### src/hw/rtl/blir_pkg.sv
// Shared constants, types and sequencer states for the linear interpolation resampler.
package blir_pkg;

  // Default parameter values
  localparam int MAX_BLOCK_DEF   = 8192;
  localparam int SAMPLE_BITS_DEF = 12;

  // Fixed field widths
  localparam int OUT_W     = 16;
  localparam int CFG_W     = 14;
  localparam int CFG_IDX_W = 2;

  // Register indexes
  localparam logic [CFG_IDX_W-1:0] REG_IN_PER_BLOCK  = 2'd0;
  localparam logic [CFG_IDX_W-1:0] REG_OUT_PER_BLOCK = 2'd1;

  // Register reset values
  localparam logic [CFG_W-1:0] IN_PER_BLOCK_RST  = 14'd2100;
  localparam logic [CFG_W-1:0] OUT_PER_BLOCK_RST = 14'd2048;

  // Divider status toward the sequencer
  typedef struct packed {
    logic busy;
    logic done;
  } div_stat_t;

  // Sequencer states
  typedef enum logic [3:0] {
    ST_IDLE,
    ST_RED,
    ST_RED_W,
    ST_MUL0,
    ST_MUL1,
    ST_DIV_S,
    ST_DIV_W,
    ST_STEP,
    ST_STEP_W,
    ST_OUT
  } state_t;

endpackage

### src/hw/rtl/blir_div.sv
// Restoring divider, one quotient bit per cycle, quotient known to fit in QW bits.
module blir_div #(
  parameter int POS_W = 14,
  parameter int QW    = 16
) (
  input  logic                  clk,
  input  logic                  rst,
  input  logic                  start,
  input  logic [QW+POS_W-1:0]   dividend,
  input  logic [POS_W-1:0]      divisor,
  output logic [QW-1:0]         quotient,
  output logic [POS_W-1:0]      remainder,
  output blir_pkg::div_stat_t   stat
);

  localparam int DW = QW + POS_W;
  localparam int CW = $clog2(QW + 1);

  logic [POS_W-1:0] rem;
  logic [QW-1:0]    quo;
  logic [CW-1:0]    cnt;
  logic             busy;
  logic             done;
  logic [POS_W:0]   trial;
  logic [POS_W:0]   diff;
  logic             fits;

  // Shift in the next dividend bit and try the subtract
  assign trial = {rem, quo[QW-1]};
  assign diff  = trial - {1'b0, divisor};
  assign fits  = (trial >= {1'b0, divisor});

  // Step counter and status
  always_ff @(posedge clk) begin
    if (rst) begin
      busy <= 1'b0;
      done <= 1'b0;
      cnt  <= '0;
    end else begin
      done <= 1'b0;
      if (start) begin
        busy <= 1'b1;
        cnt  <= CW'(QW);
      end else if (busy) begin
        cnt <= cnt - CW'(1);
        if (cnt == CW'(1)) begin
          busy <= 1'b0;
          done <= 1'b1;
        end
      end
    end
  end

  // Partial remainder and quotient shift register
  always_ff @(posedge clk) begin
    if (start) begin
      rem <= dividend[DW-1:QW];
      quo <= dividend[QW-1:0];
    end else if (busy) begin
      rem <= fits ? diff[POS_W-1:0] : trial[POS_W-1:0];
      quo <= {quo[QW-2:0], fits};
    end
  end

  assign quotient  = quo;
  assign remainder = rem;
  assign stat.busy = busy;
  assign stat.done = done;

endmodule

### src/hw/rtl/block_linear_interp_resampler_top.sv
// Block linear interpolation resampler: sequencer, blend datapath, registers and output stage.
// An item that yields an output goes through the remainder fold (only when the stored
// remainder must be folded after a register change), the two multiplies and the blend
// division per channel, then the step division; an item with no output commits on transfer.
// One item at a time; the shared divider runs three times per output item, four with a fold.
// Reset: synchronous, clears positions, previous sample and registers to their reset values.
module block_linear_interp_resampler_top #(
  parameter int MAX_BLOCK   = blir_pkg::MAX_BLOCK_DEF,
  parameter int SAMPLE_BITS = blir_pkg::SAMPLE_BITS_DEF
) (
  input  logic                             clk,
  input  logic                             rst,
  input  logic                             in_valid,
  output logic                             in_ready,
  input  logic signed [SAMPLE_BITS-1:0]    i_sample,
  input  logic signed [SAMPLE_BITS-1:0]    q_sample,
  output logic                             out_valid,
  input  logic                             out_ready,
  output logic signed [blir_pkg::OUT_W-1:0] i_out,
  output logic signed [blir_pkg::OUT_W-1:0] q_out,
  output logic                             block_last,
  input  logic                             cfg_valid,
  output logic                             cfg_ready,
  input  logic [blir_pkg::CFG_IDX_W-1:0]   cfg_index,
  input  logic [blir_pkg::CFG_W-1:0]       cfg_data
);

  localparam int OUT_W = blir_pkg::OUT_W;
  localparam int CFG_W = blir_pkg::CFG_W;
  localparam int POS_W = $clog2(MAX_BLOCK + 1);
  localparam int NB_W  = POS_W + 1;
  localparam int QW    = (OUT_W > POS_W + 1) ? OUT_W : POS_W + 1;
  localparam int DW    = QW + POS_W;
  localparam int AW    = SAMPLE_BITS + POS_W + 2;
  localparam int SHIFT = OUT_W - SAMPLE_BITS;
  localparam int XW    = (AW + SHIFT > DW) ? AW + SHIFT : DW;

  // Configuration registers
  logic [CFG_W-1:0] in_per_block;
  logic [CFG_W-1:0] out_per_block;

  // Model state
  logic signed [SAMPLE_BITS-1:0] prev_i;
  logic signed [SAMPLE_BITS-1:0] prev_q;
  logic [POS_W-1:0]              sample_pos;
  logic [POS_W-1:0]              out_index;
  logic [NB_W-1:0]               next_base;
  logic [POS_W-1:0]              phase_rem;

  // Working registers
  logic signed [SAMPLE_BITS-1:0] cur_i;
  logic signed [SAMPLE_BITS-1:0] cur_q;
  logic [POS_W-1:0]              r;
  logic signed [AW-1:0]          acc;
  logic                          neg;
  logic                          on_q;
  logic signed [OUT_W-1:0]       res_i;
  logic signed [OUT_W-1:0]       res_q;

  blir_pkg::state_t state;
  blir_pkg::state_t state_next;

  // Combinational signals
  logic [31:0]                   ipb_ext;
  logic [31:0]                   opb_ext;
  logic [31:0]                   ie_ext;
  logic [31:0]                   oe_ext;
  logic [POS_W-1:0]              ie_sat;
  logic [POS_W-1:0]              oe_sat;
  logic                          pend;
  logic                          rem_ok;
  logic                          pos_wrap;
  logic                          out_free;
  logic                          in_xfer;
  logic                          commit;
  logic signed [SAMPLE_BITS-1:0] new_i;
  logic signed [SAMPLE_BITS-1:0] new_q;
  logic signed [SAMPLE_BITS-1:0] mul_x;
  logic [POS_W-1:0]              mul_w;
  logic signed [AW-1:0]          prod;
  logic signed [XW-1:0]          sacc;
  logic [XW-1:0]                 half;
  logic [XW-1:0]                 blend_num;
  logic [POS_W:0]                step_t;
  logic [QW-1:0]                 q_signed;
  logic                          div_start;
  logic [DW-1:0]                 div_dividend;
  logic [QW-1:0]                 div_quo;
  logic [POS_W-1:0]              div_rem;
  blir_pkg::div_stat_t           div_stat;

  // Shared divider
  blir_div #(
    .POS_W (POS_W),
    .QW    (QW)
  ) u_div (
    .clk       (clk),
    .rst       (rst),
    .start     (div_start),
    .dividend  (div_dividend),
    .divisor   (oe_sat),
    .quotient  (div_quo),
    .remainder (div_rem),
    .stat      (div_stat)
  );

  // Clamp the block sizes into their legal ranges
  always_comb begin
    ipb_ext = 32'(in_per_block);
    opb_ext = 32'(out_per_block);
    if (ipb_ext < 32'd2) begin
      ie_ext = 32'd2;
    end else if (ipb_ext > 32'(MAX_BLOCK)) begin
      ie_ext = 32'(MAX_BLOCK);
    end else begin
      ie_ext = ipb_ext;
    end
    if (opb_ext == 32'd0) begin
      oe_ext = 32'd1;
    end else if (opb_ext > ie_ext) begin
      oe_ext = ie_ext;
    end else begin
      oe_ext = opb_ext;
    end
    ie_sat = POS_W'(ie_ext);
    oe_sat = POS_W'(oe_ext);
  end

  // Status terms
  assign pend     = (next_base < NB_W'(sample_pos));
  assign rem_ok   = (phase_rem < oe_sat);
  assign pos_wrap = (sample_pos >= ie_sat);
  assign out_free = !out_valid || out_ready;
  assign in_xfer  = in_valid && in_ready;
  assign commit   = (in_xfer && !pend) || (state == blir_pkg::ST_OUT && out_free);
  assign new_i    = (state == blir_pkg::ST_IDLE) ? i_sample : cur_i;
  assign new_q    = (state == blir_pkg::ST_IDLE) ? q_sample : cur_q;

  // Multiply and blend arithmetic
  assign prod      = AW'(mul_x) * AW'($signed({1'b0, mul_w}));
  assign sacc      = XW'(acc) <<< SHIFT;
  assign half      = XW'(oe_sat >> 1);
  assign blend_num = acc[AW-1] ? (half - XW'(sacc)) : (XW'(sacc) + half);
  assign step_t    = {1'b0, r} + {1'b0, ie_sat};
  assign q_signed  = neg ? (QW'(0) - div_quo) : div_quo;

  // Next state
  always_comb begin
    state_next = state;
    case (state)
      blir_pkg::ST_IDLE:   if (in_valid && pend) state_next = blir_pkg::ST_RED;
      blir_pkg::ST_RED:    state_next = rem_ok ? blir_pkg::ST_MUL0 : blir_pkg::ST_RED_W;
      blir_pkg::ST_RED_W:  if (div_stat.done) state_next = blir_pkg::ST_MUL0;
      blir_pkg::ST_MUL0:   state_next = blir_pkg::ST_MUL1;
      blir_pkg::ST_MUL1:   state_next = blir_pkg::ST_DIV_S;
      blir_pkg::ST_DIV_S:  state_next = blir_pkg::ST_DIV_W;
      blir_pkg::ST_DIV_W: begin
        if (div_stat.done) begin
          state_next = on_q ? blir_pkg::ST_STEP : blir_pkg::ST_MUL0;
        end
      end
      blir_pkg::ST_STEP:   state_next = blir_pkg::ST_STEP_W;
      blir_pkg::ST_STEP_W: if (div_stat.done) state_next = blir_pkg::ST_OUT;
      blir_pkg::ST_OUT:    if (out_free) state_next = blir_pkg::ST_IDLE;
      default:             state_next = blir_pkg::ST_IDLE;
    endcase
  end

  // Sequencer outputs
  always_comb begin
    in_ready     = 1'b0;
    div_start    = 1'b0;
    div_dividend = DW'(phase_rem);
    mul_x        = on_q ? prev_q : prev_i;
    mul_w        = oe_sat - r;
    case (state)
      blir_pkg::ST_IDLE: in_ready = 1'b1;
      blir_pkg::ST_RED:  div_start = !rem_ok;
      blir_pkg::ST_MUL1: begin
        mul_x = on_q ? cur_q : cur_i;
        mul_w = r;
      end
      blir_pkg::ST_DIV_S: begin
        div_start    = 1'b1;
        div_dividend = blend_num[DW-1:0];
      end
      blir_pkg::ST_STEP: begin
        div_start    = 1'b1;
        div_dividend = DW'(step_t);
      end
      default: ;
    endcase
  end

  // Sequencer state register
  always_ff @(posedge clk) begin
    if (rst) begin
      state <= blir_pkg::ST_IDLE;
    end else begin
      state <= state_next;
    end
  end

  // Configuration writes
  assign cfg_ready = 1'b1;

  always_ff @(posedge clk) begin
    if (rst) begin
      in_per_block  <= blir_pkg::IN_PER_BLOCK_RST;
      out_per_block <= blir_pkg::OUT_PER_BLOCK_RST;
    end else if (cfg_valid && cfg_ready) begin
      case (cfg_index)
        blir_pkg::REG_IN_PER_BLOCK:  in_per_block  <= cfg_data;
        blir_pkg::REG_OUT_PER_BLOCK: out_per_block <= cfg_data;
        default: ;
      endcase
    end
  end

  // Model state: advance phase after the step division, commit sample at item end
  always_ff @(posedge clk) begin
    if (rst) begin
      prev_i     <= '0;
      prev_q     <= '0;
      sample_pos <= '0;
      out_index  <= '0;
      next_base  <= '0;
      phase_rem  <= '0;
    end else begin
      if (state == blir_pkg::ST_STEP_W && div_stat.done) begin
        next_base <= next_base + NB_W'(div_quo);
        phase_rem <= div_rem;
      end
      if (commit) begin
        prev_i <= new_i;
        prev_q <= new_q;
        if (pos_wrap) begin
          sample_pos <= POS_W'(1);
          out_index  <= '0;
          next_base  <= '0;
          phase_rem  <= '0;
        end else begin
          sample_pos <= sample_pos + POS_W'(1);
          if (state == blir_pkg::ST_OUT) begin
            out_index <= out_index + POS_W'(1);
          end
        end
      end
    end
  end

  // Working registers of the blend
  always_ff @(posedge clk) begin
    if (in_xfer) begin
      cur_i <= i_sample;
      cur_q <= q_sample;
    end
    case (state)
      blir_pkg::ST_RED: begin
        on_q <= 1'b0;
        if (rem_ok) r <= phase_rem;
      end
      blir_pkg::ST_RED_W: if (div_stat.done) r <= div_rem;
      blir_pkg::ST_MUL0:  acc <= prod;
      blir_pkg::ST_MUL1:  acc <= acc + prod;
      blir_pkg::ST_DIV_S: neg <= acc[AW-1];
      blir_pkg::ST_DIV_W: begin
        if (div_stat.done) begin
          if (on_q) begin
            res_q <= q_signed[OUT_W-1:0];
          end else begin
            res_i <= q_signed[OUT_W-1:0];
          end
          on_q <= !on_q;
        end
      end
      default: ;
    endcase
  end

  // Output register: load on item end, drop on transfer
  always_ff @(posedge clk) begin
    if (rst) begin
      out_valid <= 1'b0;
    end else if (state == blir_pkg::ST_OUT && out_free) begin
      out_valid <= 1'b1;
    end else if (out_ready) begin
      out_valid <= 1'b0;
    end
  end

  always_ff @(posedge clk) begin
    if (state == blir_pkg::ST_OUT && out_free) begin
      i_out      <= res_i;
      q_out      <= res_q;
      block_last <= (out_index == oe_sat - POS_W'(1));
    end
  end

  // Divider is started only when free
  a_start_free: assert property (@(posedge clk) disable iff (rst)
    div_start |-> !div_stat.busy)
    else $error("divider started while busy");

  // A divider result arrives only in a state that waits for it
  a_done_wait: assert property (@(posedge clk) disable iff (rst)
    div_stat.done |-> (state == blir_pkg::ST_RED_W || state == blir_pkg::ST_DIV_W ||
                       state == blir_pkg::ST_STEP_W))
    else $error("divider result with no consumer");

  // Output register fills only at item end
  a_out_load: assert property (@(posedge clk) disable iff (rst)
    $rose(out_valid) |-> $past(state) == blir_pkg::ST_OUT)
    else $error("output loaded outside item end");

  // Stored remainder stays below the output count after a step
  a_rem_range: assert property (@(posedge clk) disable iff (rst)
    (state == blir_pkg::ST_STEP_W && div_stat.done) |=> (phase_rem < oe_sat))
    else $error("phase remainder out of range");

endmodule
### config.mk
export PLATFORM = sky130hd
export DESIGN_NAME = block_linear_interp_resampler_top
export DESIGN_NICKNAME = d
export VERILOG_FILES = /design/src/hw/rtl/blir_pkg.sv /design/src/hw/rtl/blir_div.sv /design/src/hw/rtl/block_linear_interp_resampler_top.sv
export SDC_FILE = /design/constraint.sdc
export NUM_CORES = 1
export LEC_CHECK = 0
export BUFFER_PORTS_ARGS = -buffer_cell sky130_fd_sc_hd__buf_2
export CAP_MARGIN = 15
export CORE_ASPECT_RATIO = 1.1
export CORE_MARGIN = 1
export CORE_UTILIZATION = 35
export DETAILED_ROUTE_END_ITERATION = 12
export PLACE_DENSITY_LB_ADDON = 0.25
export SYNTH_ARGS = -nofsm -noshare
export SYNTH_HDL_FRONTEND = slang
export SYNTH_SLANG_ARGS = --single-unit
export TNS_END_PERCENT = 1
### constraint.sdc
create_clock -name clk -period 17.96 [get_ports clk]
set_input_delay 3.592 -clock clk [delete_from_list [all_inputs] [get_ports clk]]
set_output_delay 3.592 -clock clk [all_outputs]
set_load 0.01 [all_outputs]
==> metrics.cfg <==
[place]
routabilityCongestion = 0.922
placedCellCount = 3691
portBuffers = 79
dp_hpwl_mm = 55.2
placed_area_um2 = 26100

[routing]
first_iter_violations = 1378
ant_nets = 0
vias = 20013
wl_per_cell_um = 18.7
drt-total-wl_mm = 70.3
firstDrtPassIters = 5
drc_errors = 0
routed_via_density = 5.33

[cts]
post-cts-setup-buffers = 0
numCtsBuffers = 36
cts.sinks = 284
cts_tree = done
ctsHoldBuffers = 0
clock_latency_ns = 0.57
cts-resized-gates = 0
clk_transition_reported_paths_ns = 0.06
cts_root_buffer = clkbuf_16
cts.path.max_buffers = 3
cts_htree_levels = 2

[yosys]
seq_area_frac_synth = 0.298
ys_top_cells_by_count = nand2_1, inv_1, nor2_1
syn_inst = 2750
synth-seq-cells = 284
syn_avg_cell_area_um2 = 8.94
synth_area_leaders = edfxtp_1, ha_1, fa_1, dfxtp_1, nand2_1
synth.cell_area_um2 = 24600
yosys.area.top_type = edfxtp_1
synth_edf_count = 163
ys_types = 99
synthArstFlopShare = 0
synth_top_area_frac = 0.199
synth.most_common_cell = nand2_1
yosysWarnings = 0
syn-num-nets = 3157
synth_ff_type = edfxtp_1

[global_route]
grt_first_pass_wirelength_mm = 109
grt_pass1_vias = 19367
grtUsageTotal = 0.195
overflow = 0
grt_max_degree = 79
antenna_found_initial = 1

[die]
rows = 101
start_util = 0.355
design.core.area_um2 = 69300
fp.dieW_um = 255
pin_count = 81
die_h_um = 280
fp.dieArea_um2 = 71300

[sta]
hold_violations = 0
drv_slew = 0
finClkSkew_ns = 0.0302
period_minus_slack_ns = 13.07
period_share = 0.728
relSlewSlack = 0.246
worst-slew-pin-transition_ns = 1.10
hold_ws_ns = 0.417
rsz0062_at_grt = false
setup_viol = 0
setup_tns_ns = 0
max_freq_mhz = 76.5

[final_layout]
drive_above_1_share = 0.0916
stdcell_area_um2 = 27300
nNetsFinal = 3209
area_growth_pct = 11.0
diodes = 0
finalNonFillerCells = 3755

[worst_setup_path]
reg2reg_depth = 52
end_kind = register
rr_endpoint = acc[24]
rrSetupSlack_ns = 4.89
critPathLaunch = in_per_block[1]
slowest_stage = mux2i_1
max_stage_delay_ns = 0.85
start_kind = register
crit_arrival_ns = 13.33
rr_startpoint = in_per_block[1]
critPathKind = reg -> reg
required_ns = 18.22
path_max_fanout = 12

[hold_path]
hp-start = res_i[10]
min_path_cells = 0
min_to = i_out[10]
timing.hold.worst.class = reg -> reg

[flow_run]
timing.max_cap.violations = 0

[outcome]
outcome = complete, no violations

[critical path: cells and delay by family, from the launching register on]
| family | cells | cell delay [ns] |
|---|---|---|
| AO/OA/AOI/OAI | 22 | 4.92 |
| adder cells (fa/ha/maj) | 10 | 4.20 |
| AND/OR/NAND/NOR | 12 | 1.90 |
| multiplexers | 1 | 0.85 |
| buffers and inverters | 6 | 0.45 |
| flip-flops | 1 | 0.34 |
| XOR/XNOR | 1 | 0.08 |
[registers in the layout, summed over array words and instances, names as in the netlist, 5 cells and up]
name / flops
cur_i: 12
phase_rem: 14
prev_q: 12
u_div.quotient: 16
in_per_block: 14
u_div.cnt: 5
out_per_block: 14
res_i: 16
cur_q: 12
prev_i: 12
out_index: 14
q_out: 16
i_out: 16
next_base: 15
r: 14
res_q: 16
sample_pos: 14
acc: 28
u_div.remainder: 14
[layout by cell type (no fill, tap or decap), types with 7 or more instances in the layout]
| cell type | count |
|---|---|
| buf_4 | 34 |
| inv_1 | 268 |
| clkbuf_16 | 37 |
| o21ai_1 | 7 |
| o21ai_0 | 112 |
| fa_1 | 127 |
| o22ai_1 | 18 |
| dfxtp_1 | 121 |
| and2_1 | 15 |
| nand2b_1 | 37 |
| or2_2 | 18 |
| o211ai_1 | 10 |
| nand3b_1 | 9 |
| o21a_1 | 31 |
| nor2b_1 | 28 |
| xnor2_1 | 125 |
| a31oi_1 | 24 |
| o311ai_0 | 7 |
| a21oi_1 | 181 |
| xor2_1 | 49 |
| nor2_1 | 248 |
| nand4_1 | 18 |
| buf_2 | 79 |
| nor4_1 | 10 |
| a211oi_1 | 38 |
| nand3_1 | 47 |
| ha_1 | 235 |
| or4_1 | 10 |
| or3_1 | 21 |
| o2111ai_1 | 7 |
| mux2i_1 | 49 |
| o31ai_1 | 18 |
| and3_1 | 16 |
| o21bai_1 | 16 |
| a21o_1 | 47 |
| edfxtp_1 | 163 |
| mux2_2 | 29 |
| nand2_1 | 315 |
| nor3_1 | 66 |
[stage by stage]
step	util	worst slack, ns
6_report	0.394	4.89
4_1_cts	0.394	4.97
3_5_place_dp	0.376	5.01
2_1_floorplan	-	6.58
5_1_grt	0.394	3.94
3_3_place_gp	0.376	5.31
[how the worst max path moves through the flow]
| stage | cells past startpoint | to |
|---|---|---|
| after global placement | 52 | acc[24] |
| after floorplan | 49 | acc[27] |
| after global routing | 52 | acc[27] |
| after CTS | 52 | acc[24] |
| after detailed placement | 52 | acc[24] |
| final | 52 | acc[24] |
[cells by family after synthesis]
logic type      count (synthesis)  synth area share
simple gates                  895             0.170
mux                            81            0.0360
compound gates                583             0.153
flops                         284             0.298
xor+xnor                      175            0.0629
other cells                     1          0.000153
buf+inv                       369            0.0572
fa+ha+maj                     362             0.223
[metal layers]
layer,track usage,share of wire
met3,0.0237,0.044
met5,0,0.00018
met4,0.0625,0.029
met2,0.342,0.50
met1,0.248,0.43
[cell type report]
class | instances | area, µm²
clock inverters | 21 | 263
clock buffers | 43 | 968
repair buffers | 114 | 662
inverters | 269 | 1010
fillers | 7053 | 42000
flip-flops and latches | 284 | 7320
well taps | 927 | 1160
multi-input cells | 2097 | 15900
Power is not shown: default switching activity piles up to over one toggle a cycle in this logic, so the estimate is an artifact.
